## src/sv/ntgs_dist.sv

```systemverilog
// Shared squared-distance unit: one multiply stage, one add stage.
module ntgs_dist (
    input  logic               i_clk,
    input  logic signed [15:0] i_ax,
    input  logic signed [15:0] i_ay,
    input  logic signed [15:0] i_bx,
    input  logic signed [15:0] i_by,
    output logic [33:0]        o_d2
);
    logic signed [16:0] w_dx, w_dy;
    logic [33:0] r_sx, r_sy;

    assign w_dx = 17'(i_ax) - 17'(i_bx);
    assign w_dy = 17'(i_ay) - 17'(i_by);

    always_ff @(posedge i_clk) begin
        r_sx  <= 34'(w_dx * w_dx);
        r_sy  <= 34'(w_dy * w_dy);
        o_d2  <= r_sx + r_sy;
    end
endmodule

```

## config.mk

```make
export PLATFORM = sky130hd
export DESIGN_NAME = ntgs_dist
export DESIGN_NICKNAME = d
export VERILOG_FILES = /design/src/sv/ntgs_dist.sv
export SDC_FILE = /design/constraint.sdc
export NUM_CORES = 1
export LEC_CHECK = 0
export BUFFER_PORTS_ARGS = -buffer_cell sky130_fd_sc_hd__buf_2
export CAP_MARGIN = 40
export CORE_MARGIN = 2
export CORE_UTILIZATION = 30
export DETAILED_ROUTE_END_ITERATION = 12
export PLACE_DENSITY = 0.43
export REMOVE_ABC_BUFFERS = 1
export SYNTH_ARGS = -nofsm -noshare
export SYNTH_HDL_FRONTEND = slang
export SYNTH_SLANG_ARGS = --single-unit
```

## constraint.sdc

```tcl
create_clock -name i_clk -period 19 [get_ports i_clk]
set_input_delay 3.8 -clock i_clk [delete_from_list [all_inputs] [get_ports i_clk]]
set_output_delay 3.8 -clock i_clk [all_outputs]
set_load 0.02 [all_outputs]
```

==> out/metrics.cfg <==
[outcome]
status=complete, no violations

[sta]
fin_crit_ps=12050
clock_skew_ps=8.096
setup_viol=0
hold_viol=0
fin_crit_sh_pct=63.41
tightest_slew_ps=805.8
tns_ps=0
max_freq_ghz=0.08300
slew_headroom_pct=46.12
finalWorstSetupSlack_ps=6951
slew_viol_final=0
rsz0062_at_grt=false

[global_route]
grt_usage_pct=14.65
grt.overflow.total=0
grt_max_degree=24
grt_first_pass_wirelength_mm=96.24
grt_pass1_vias=18910
antenna_found_initial=2

[routing]
wl_per_cell_um=15.13
viasPerCell=4.536
antenna_left=0
drt-pass1-iter-count=5
vias=17010
remaining_drc_errors=0
finalWirelength_mm=56.73
drt_iter0_markers=654

[logic_synthesis]
ys_ff_latch=100
ys_seq_area_share_pct=8.313
synth_top_family_by_area=adder cells
synth.area.mux_share_pct=0.08313
yosys.area_share.adder_pct=57.11
synth_edf_count=0
synthXorXnorAreaFrac_pct=4.681
synthCells=2611
synth-compound-area-share_pct=7.352
syn_area_per_cell_um2=9.223
synth-main-ff-cell=dfxtp_1
async_flop_share_pct=0
syn_area_um2=24080
synth_cell_types=70
synth_simple_gate_area_share_pct=10.43
yosysWarnings=0

[clocking]
cts_resized=0
cts_tree=done
post-cts-setup-buffers=0
clk_pin_slew_worst_paths_ps=70
clock_latency_ps=350
root_buffer=clkbuf_16
cts_buffers=9
cts_max_path_buffers=2
clock-sinks=100
htree_levels=3
cts_hold_buf=0

[cells_and_area]
syn_to_final_growth_pct=8.750
layout_common_cells=inv_1 (694), fa_1 (542), ha_1 (232), nor2_1 (224), nand2_1 (210)
final_cells=3749
fin_area_um2=26190
final_common_cell=inv_1
drive_gt1_share_pct=6.968
fin_nets=3532

[floorplanning]
boundaryPins=99
dieArea_um2=82550
start_util_pct=30.38
rows=103
coreArea_um2=79260
die_height_um=287.3
die_w_um=287.3

[setup_path]
end_kind=register
crit_fanout=11
r2r_cells=9
r2r-start=r_sx[3]
crit_type=in -> reg
critPathRequiredTime_ps=19290
r2r_slack_ps=15790
r2r_end=o_d2[24]
startpoint_type=primary input
cpMaxStageDelayCell=xnor2_2
crit_arrival_ps=12330
max_stage_delay_ps=600

[placement]
placed_cell_area_um2=25880
placed_cells_incl_taps=3731
dpl.hpwl_mm=49.37
gp_congestion=0.8203
io_buffers=98
dp_slack_ps=6351

[worst_hold_path]
min_to=o_d2[2]
worstHoldPathType=reg -> reg
worstHoldPathCells=1
hp-start=r_sy[2]

[job]
cap_violations=0

==> layer usage <==
| metal | up-vias | part of all wire, % | global-route usage, % |
|---|---|---|---|
| met3 | 37 | 3.8 | 1.659 |
| met5 | - | 0 | 0 |
| li1 | 7963 | - | - |
| met4 | 0 | 1.2 | 1.927 |
| met1 | 8763 | 44 | 19.61 |
| met2 | 242 | 51 | 25.97 |
==> worst max path at each step <==
stage | startpoint | endpoint | slack [ps]
2_1_floorplan | i_ax[0] | r_sx[32] | 7340
3_3_place_gp | i_ax[0] | r_sx[32] | 6310
3_5_place_dp | i_ax[0] | r_sx[32] | 6350
4_1_cts | i_ax[0] | r_sx[32] | 6680
5_1_grt | i_ay[0] | r_sy[33] | 6410
6_report | i_ay[0] | r_sy[33] | 6950
==> critical path: cells and delay by family <==
kind | cells | cell delay [ps]
buf+inv | 8 | 890
simple gates | 5 | 1100
compound gates | 11 | 2400
xor+xnor | 1 | 600
fa+ha+maj | 9 | 3510
==> synth_stat cells (3+ instances only) <==
cell type	n	area share [%]
o21a_1	21	0.65
a31oi_1	8	0.21
nor3_1	25	0.52
nand4_1	11	0.29
clkbuf_1	43	0.67
xnor2_1	89	3.2
o21ai_0	39	0.81
nor3b_1	3	0.094
o21ai_2	5	0.18
dfxtp_1	100	8.3
a21o_1	34	1.1
and2_1	4	0.10
o21bai_1	7	0.22
inv_1	694	11
buf_2	12	0.25
nor2_1	224	3.5
a21oi_1	82	1.7
fa_1	542	45
o31ai_1	5	0.16
o211ai_1	9	0.28
clkinv_1	7	0.11
and3_1	6	0.16
or2_2	12	0.31
a211oi_2	3	0.16
a211oi_1	15	0.47
xor2_1	36	1.3
o211a_1	3	0.12
ha_1	232	12
inv_2	8	0.12
nand2b_1	22	0.57
nand2_1	210	3.3
o21ai_1	3	0.062
nor2b_1	18	0.47
a211o_1	3	0.11
nand3_1	26	0.54
o31a_1	3	0.11
o211ai_2	3	0.16
==> state kept, by name, summed over array words and instances (netlist names) <==
name,cells
r_sx,33
r_sy,33
o_d2,34
==> kinds of logic (layout without fill, tap and decap cells) <==
family / count (synthesis) / in the layout
compound gates: 265 / 265
xor+xnor: 127 / 127
fa+ha+maj: 774 / 774
buf+inv: 766 / 853
flops: 100 / 100
mux: 2 / 2
other cells: 0 / 1
simple gates: 577 / 577
==> cell type report <==
type | instances | area [um2]
repair buffers | 128 | 723.2
flip-flops and latches | 100 | 2002
fillers | 8375 | 53070
clock buffers | 10 | 229.0
inverters | 709 | 2661
clock inverters | 6 | 60.06
diodes | 1 | 2.502
well taps | 1050 | 1314
multi-input cells | 1745 | 19200
==> per-stage QoR <==
stage          utilization (%)  hold WS, ps
2_1_floorplan                -        420.0
3_3_place_gp             32.65        438.7
3_5_place_dp             32.65        448.0
4_1_cts                  33.02        463.4
5_1_grt                  33.04        475.7
6_report                 33.04        456.9
Power is not shown: default switching activity piles up to over one toggle a cycle in this logic, so the estimate is an artifact.
