[src/sv/ntgs_ram.sv]
module ntgs_ram #(
    parameter int WIDTH = 8,
    parameter int DEPTH = 16
) (
    input  logic                     i_clk,
    input  logic                     i_we,
    input  logic [$clog2(DEPTH)-1:0] i_waddr,
    input  logic [WIDTH-1:0]         i_wdata,
    input  logic [$clog2(DEPTH)-1:0] i_raddr,
    output logic [WIDTH-1:0]         o_rdata
);
    logic [WIDTH-1:0] r_mem [DEPTH];

    always_ff @(posedge i_clk) begin
        if (i_we) begin
            r_mem[i_waddr] <= i_wdata;
        end
        o_rdata <= r_mem[i_raddr];
    end
endmodule

[config.mk]
export PLATFORM = sky130hd
export DESIGN_NAME = ntgs_ram
export DESIGN_NICKNAME = d
export VERILOG_FILES = /design/src/sv/ntgs_ram.sv
export SDC_FILE = /design/constraint.sdc
export NUM_CORES = 1
export LEC_CHECK = 0
export ABC_CLOCK_PERIOD_IN_PS = 1800
export BUFFER_PORTS_ARGS = -buffer_cell sky130_fd_sc_hd__clkbuf_2
export CAP_MARGIN = 15
export CORE_ASPECT_RATIO = 0.5
export CORE_MARGIN = 8
export CORE_UTILIZATION = 40
export CTS_BUF_LIST = sky130_fd_sc_hd__clkbuf_8
export CTS_CLUSTER_DIAMETER = 40
export DETAILED_ROUTE_END_ITERATION = 6
export GPL_ROUTABILITY_DRIVEN = 0
export SYNTH_ARGS = -nofsm -noshare
export SYNTH_HDL_FRONTEND = slang
export SYNTH_SLANG_ARGS = --single-unit
[constraint.sdc]
create_clock -name i_clk -period 1.8 [get_ports i_clk]
set_input_delay 0.36 -clock i_clk [delete_from_list [all_inputs] [get_ports i_clk]]
set_output_delay 0.36 -clock i_clk [all_outputs]
set_load 0.005 [all_outputs]
==> impl_results.md, run 1 <==
- Status: finished, final reports clean
- Critical path peak fanout: 13
- Final ANT Viol Nets: 0
- Synthesized area per cell: 22.5 um2
- Cells after Synth: 229
- Fin util: 48.3%
- Hold Startpoint: i_wdata[4]
- FF-to-FF End: o_rdata[4]
- Tcrit/Tclk final: 81.3%
- Final Skew: 0.00935 ns
- Cell Area, Synth: 5150 um2
- Core Box Area: 12600 um2
- Seq/Total Area, Yosys: 77.8%
- Fraction of layout cells with a size suffix above 1: 32.9%
- Total iterations of the first detailed-routing run: 5
- Pwr per Cell Area: 1070 nW/um2
- Clock sink count: 136
- Yosys reg bits: 136
- First-pass GRT wire length: 15400 um
- Hold depth: 1
- Post-layout nets: 309
- Hold Crit Endpoint: r_mem[9][4]
- Most Crowded Layer GR: met2
- IO Port Bufs: 25
- DP Wirelength: 6570 um
- Die area: 17000 um2
- Number of global-route vias before repair: 2552
- Hold WS: 0.372 ns
- Total global routing overflow: 0
- Inst Count DP: 442
- Worst slew margin: 47.6%
- Vias: 2445
- # IOs: 26
- Final std cells w/o fill: 474
- H-tree levels: 4
- R2R cell count: 3
- Yosys warnings: 0
- Gr usage total: 12.8%
- Via density: 5.16
- Clock root buffer master: clkbuf_8
- Fmax: 683 MHz
- Min cycle time layout: 1.46 ns
- Grt met1 use: 16.7%
- Largest net degree at the start of global routing: 26
- Hold buffer count at CTS: 0
- WP data required: 2.11 ns
- Antenna fix cells: 0
- Worst r2r src: r_mem[8][4]
- VDD IR max: 0.000473 V
- Data arrival, critical path: 1.77 ns
- Slew @ Worst Pin: 0.785 ns
- Buffers from clock root to sink, at most: 2
- Max Cap Viol: 0
- Final Hold Violating Endpoints: 0
- Antenna violations before repair: 0
- Initial Utilization: 40.8%
- Post-synth cell types: 19
- Setup Fix Bufs, Post-CTS: 0
- TritonCTS buffer count: 17
- WS Path Type: in2reg
- DR WL/cell: 21.3 um
- Max-slew violations: 0
- M2 GR Usage: 20.2%
- Cts repair resizes: 0
- Final wirelength: 10100 um
- Clk_lat worst skew: 0.42 ns
- CTS tree: built
- Worst Hold Class: in2reg
- Syn nets: 247
- Die X: 176 um
- Area delta synth->final: 18.5%
- Final Setup Violations: 0
- Startpoint class of the critical path: primary input
- Register-to-register setup slack: 0.35 ns
- DRC viols: 0
- RSZ-0062 raised after global routing: false
- Worst Setup End Kind: flip-flop
- GR Util met3: 3.48%
- Die H: 96.2 um
- Clock slew seen by the registers of the worst setup and hold paths: 0.07 ns
- Leakage: 2.10 nW
- DRT iter0 DRCs: 249
- Row cnt: 29
==> worst max path at each step <==
stage / cells past startpoint / endpoint / startpoint / slack [ns]
after detailed placement: 6 / o_rdata[3] / i_raddr[0] / -0.09
after floorplan: 2 / r_mem[3][0] / i_waddr[2] / 0.17
after global placement: 6 / o_rdata[3] / i_raddr[0] / -0.08
final: 6 / o_rdata[3] / i_raddr[0] / 0.34
after CTS: 3 / o_rdata[4] / r_mem[8][4] / 0.37
after global routing: 3 / o_rdata[1] / r_mem[9][1] / 0.31
==> cell families (layout without fill, tap and decap cells) <==
logic type             after synthesis  after routing  share of synthesized area, %
AO/OA/AOI/OAI                       16             16                          2.33
multiplexers                        32             32                          15.0
buffers and inverters               10             85                          1.68
flip-flops                         136            136                          77.8
AND/OR/NAND/NOR                     35             35                          3.18
==> critical path, stage by stage <==
cell	delay (ns)
clkbuf_2	0.14
buf_12	0.18
buf_12	0.12
mux4_1	0.55
a22oi_1	0.33
nand2_1	0.09
==> layout by cell type (no fill, tap or decap), drive strengths merged <==
cell / netlist / routed
clkinv: 0 / 4
edfxtp: 128 / 128
clkinvlp: 0 / 1
nand2: 9 / 9
nor2b: 1 / 1
nand3: 1 / 1
and2b: 1 / 1
nor2: 13 / 13
or3b: 1 / 1
nand2b: 2 / 2
nand3b: 2 / 2
a22oi: 16 / 16
buf: 7 / 28
and2: 1 / 1
inv: 0 / 4
mux4: 32 / 32
clkbuf: 0 / 44
bufinv: 0 / 4
nor3: 4 / 4
dfxtp: 8 / 8
==> state kept, by name, indices dropped and copies added (netlist names) <==
name     cells
r_mem      128
o_rdata      8
==> metal layers <==
| layer | part of all wire [%] | wire, um |
|---|---|---|
| met1 | 45 | 4590 |
| met2 | 48 | 4870 |
| met4 | 1.3 | 134 |
| met3 | 4.9 | 497 |
| met5 | 0 | 0 |
==> synthesized netlist by cell type <==
cell	instances	area share, %
mux4_1	14	7.1
nand2_1	9	0.66
buf_4	1	0.15
dfxtp_1	8	3.1
nor2b_1	1	0.12
nor3_1	4	0.39
and2_1	1	0.12
buf_6	3	0.66
nand2b_1	2	0.24
edfxtp_1	128	75
nand3b_1	2	0.29
or3b_2	1	0.17
mux4_2	18	7.9
a22oi_1	16	2.3
nor2_1	13	0.95
buf_2	3	0.29
clkdlybuf4s25_2	3	0.58
nand3_1	1	0.097
and2b_1	1	0.15
==> per-stage QoR <==
stage	area, um2	worst slack, ns	power (W)	TNS [ns]
after floorplan	5150	0.174	0.00380	0
after CTS	6100	0.369	0.00659	0
final	6100	0.337	0.00652	0
after global placement	5680	-0.0750	0.00397	-0.185
after global routing	6100	0.311	0.00675	0
after detailed placement	5680	-0.0860	0.00399	-0.161
==> layout make-up <==
cell class / count / area (um2)
clock buffers: 19 / 262
clock inverters: 13 / 161
fillers: 1020 / 6530
multi-input cells: 83 / 1060
flip-flops and latches: 136 / 4000
well taps: 170 / 213
repair buffers: 53 / 398
==> where the power goes <==
group          switching [W]  leakage [nW]  internal (W)
sequential         0.0000204          1.22       0.00354
clock                0.00106         0.228       0.00155
combinational       0.000192         0.644      0.000162
total                0.00127          2.10       0.00525
(Power assumes the default switching activity.)
==> run 2, diff against run 1 <==
Settings changed: ABC_AREA set to 1, ABC_CLOCK_PERIOD_IN_PS 1800 to 1200.
Clock period 1.8 ns to 1.2 ns, I/O delays scaled along.
==> run 2 against run 1 <==
Effect of this change:
- critical path type is now reg2out
- global-route usage up 2.7 points
- sequential cell count unchanged
- sequential share of layout area is 6.0 points lower
- register-to-register slack got worse by 0.19 ns
- final cell count increased by 73%
- sequential power rose by 50%
- combinational power increased by 100%
==> impl_results.md, run 2 <==
- Commonest cells after routing, fill and taps aside: 173 x nand2_1, 128 x edfxtp_1, 101 x inv_1, 97 x nand3_1, 30 x buf_4
- Yosys top cell by area: edfxtp_1
- Placed Instance Area: 6340 um2 (+12%)
- Total iterations of the first detailed-routing run: 5 (unchanged)
- Tot Pwr: 0.00972 W (+49%)
- Metal3 WL: 899 um (+81%)
- Clock sink count: 136 (unchanged)
- DRC viols: 0 (unchanged)
- Fin util: 47.1% (-1.2 points)
- VDD IR max: 0.000609 V (+29%)
- Crit path max-delay family: flip-flops
- Seq/Total Area, Yosys: 69.4% (-8.4 points)
- Startpoint class of the critical path: flip-flop
- Post-synth cell types: 12 (-7)
- Syn nets: 569 (+130%)
- Ys async rst share: 0% (unchanged)
- DRT iter0 DRCs: 274 (+10%)
- Leakage: 2.93 nW (+40%)
- First-pass GRT wire length: 21400 um (+39%)
- Die X: 186 um (+5.3%)
- Met2 routed wirelength: 6150 um (+26%)
- Largest net degree at the start of global routing: 48 (+85%)
- Tcrit/Tclk final: 94.3%
- Fraction of layout cells with a size suffix above 1: 15.8% (-17 points)
- Vias: 3921 (+60%)
- Slowest cell on crit path: dfxtp_2
- Reg with most FFs: r_mem
- TritonCTS buffer count: 17 (unchanged)
- Via density: 4.79 (-7.2%)
- Cells after Synth: 551 (+140%)
- IO Port Bufs: 25 (unchanged)
- Hold buffer count at CTS: 0 (unchanged)
- Yosys warnings: 0 (unchanged)
- Slew @ Worst Pin: 0.442 ns (-0.343 ns)
- Post-layout nets: 626 (+100%)
- Max-slew violations: 0 (unchanged)
- Top-count cell post-synth: nand2_1
- Worst Path Buf+Inv: 1 (-2)
- H-tree levels: 4 (unchanged)
- Worst slew margin: 70.5% (+23 points)
- Die area: 18700 um2 (+10%)
- Yosys reg bits: 136 (unchanged)
- Antenna fix cells: 0 (unchanged)
- Gr usage total: 15.5% (+2.7 points)
- Worst Setup End Kind: primary output
- Hold WS: 0.224 ns (-0.149 ns)
- Ordered list of cells on the worst path: clkbuf_2
- Final ANT Viol Nets: 0 (unchanged)
- Total global routing overflow: 0 (unchanged)
- Worst Hold Class: in2reg
- EDFF count, synth: 128 (unchanged)
- Top cell type's share of synthesized area: 66.7% (-8.0 points)
- Initial Utilization: 40.4% (-0.36 points)
- Critical path peak fanout: 1 (-12)
- Synthesized area per cell: 10.5 um2 (-53%)
- Largest stage delay, worst path: 0.34 ns (-0.21 ns)
- Clk_lat worst skew: 0.45 ns (+0.03 ns)
- Highest Signal Layer: met4
- Area delta synth->final: 16.7%
- Post-route cell area: 6730 um2 (+10%)
- Cell Area, Synth: 5770 um2 (+12%)
- Final wirelength: 13500 um (+34%)
- WP data required: 0.96 ns (-1.15 ns)
- Most used DFF post-synth: edfxtp_1
- Clock root buffer master: clkbuf_8
- Number of global-route vias before repair: 3847 (+51%)
- Data arrival, critical path: 0.89 ns (-0.88 ns)
- Antenna violations before repair: 0 (unchanged)
- WS Path Type: reg2out
- Final Skew: 0.0125 ns (+0.00316 ns)
- Max Cap Viol: 0 (unchanged)
- Pwr per Cell Area: 1440 nW/um2 (+35%)
- Final Setup Violations: 0 (unchanged)
- Row cnt: 31 (+6.9%)
- Layout fillers: 1318 (+29%)
- Core Box Area: 14300 um2 (+13%)
- CTS tree: built
- Die H: 101 um (+4.9%)
- Clock slew seen by the registers of the worst setup and hold paths: 0.08 ns (about the same)
- Biggest regs: r_mem x128, o_rdata x8
- DP Wirelength: 8790 um (+34%)
- Final Hold Violating Endpoints: 0 (unchanged)
- Fmax: 883 MHz
- Commonest non-fill, non-tap cell in the layout: nand2_1
- Buffers from clock root to sink, at most: 2 (unchanged)
- M1 WL: 6210 um (+35%)
- Area contributors post-synth: edfxtp_1 67%, nand2_1 11%, nand3_1 8.4%, inv_1 6.5%, dfxtp_1 2.8%
- Max reg flops: 128 (unchanged)
- Commonest cells post-synth: 173 x nand2_1, 128 x edfxtp_1, 100 x inv_1
- Setup Fix Bufs, Post-CTS: 0 (unchanged)
- Min cycle time layout: 1.13 ns
- DR WL/cell: 16.5 um (-23%)
- RSZ-0062 raised after global routing: false
- # IOs: 26 (unchanged)
- Status: finished, final reports clean
-- run 2: final timing paths --
kind                                    to   startpoint  slack [ns]  cells after the start
worst max-delay path            o_rdata[3]   o_rdata[3]        0.07                      1
worst min-delay path            o_rdata[5]   i_raddr[3]        0.22                      4
worst max register to register  o_rdata[4]  r_mem[9][4]        0.16                      6
worst min register to register  o_rdata[3]  r_mem[2][3]        0.66                      6
-- run 2: stage by stage --
| stage | instances | TNS [ns] | setup slack (ns) |
|---|---|---|---|
| 2_1_floorplan | 551 | 0 | 0.00916 |
| 3_3_place_gp | 787 | -1.39 | -0.0925 |
| 3_5_place_dp | 787 | -1.86 | -0.121 |
| 4_1_cts | 819 | 0 | 0.00619 |
| 5_1_grt | 819 | 0 | 0.00213 |
| 6_report | 819 | 0 | 0.0679 |
-- run 2: kinds of logic (layout without fill, tap and decap cells) --
family | count (synthesis) | in the layout | synth area share, %
and+or+nand+nor | 289 | 289 | 21.0
buffers and inverters | 126 | 196 | 9.52
DFF | 136 | 136 | 69.4
-- run 2: timing repair --
item                                    in CTS  in global routing
gates cloned                                 0                  0
endpoints found under the setup margin       2                  3
gates resized for setup                      2                  3
-- run 2: final cells by class --
| cell class | count | area [um2] | area share [%] |
|---|---|---|---|
| flip-flops and latches | 136 | 4010 | 59.6 |
| multi-input cells | 289 | 1210 | 18.0 |
| repair buffers | 62 | 490 | 7.29 |
| inverters | 102 | 383 | 5.69 |
| well taps | 198 | 248 | 3.68 |
| clock buffers | 17 | 234 | 3.48 |
| clock inverters | 15 | 150 | 2.23 |
-- run 2: routing by layer --
| layer | track usage [%] | up-vias |
|---|---|---|
| met5 | 0 | - |
| met4 | 6.00 | 0 |
| met3 | 4.10 | 20 |
| met2 | 24.4 | 129 |
| met1 | 20.3 | 1885 |
| li1 | - | 1887 |
-- run 2: where the power goes --
part | internal, W | switching (W) | total, W
clock | 0.00185 | 0.00183 | 0.00367
combinational | 0.000241 | 0.000465 | 0.000705
sequential | 0.00531 | 0.0000351 | 0.00534
-- run 2: tightest hold or removal path: stages --
cell	delay [ns]
clkbuf_2	0.09
buf_4	0.17
nand3_1	0.09
nand2_1	0.04
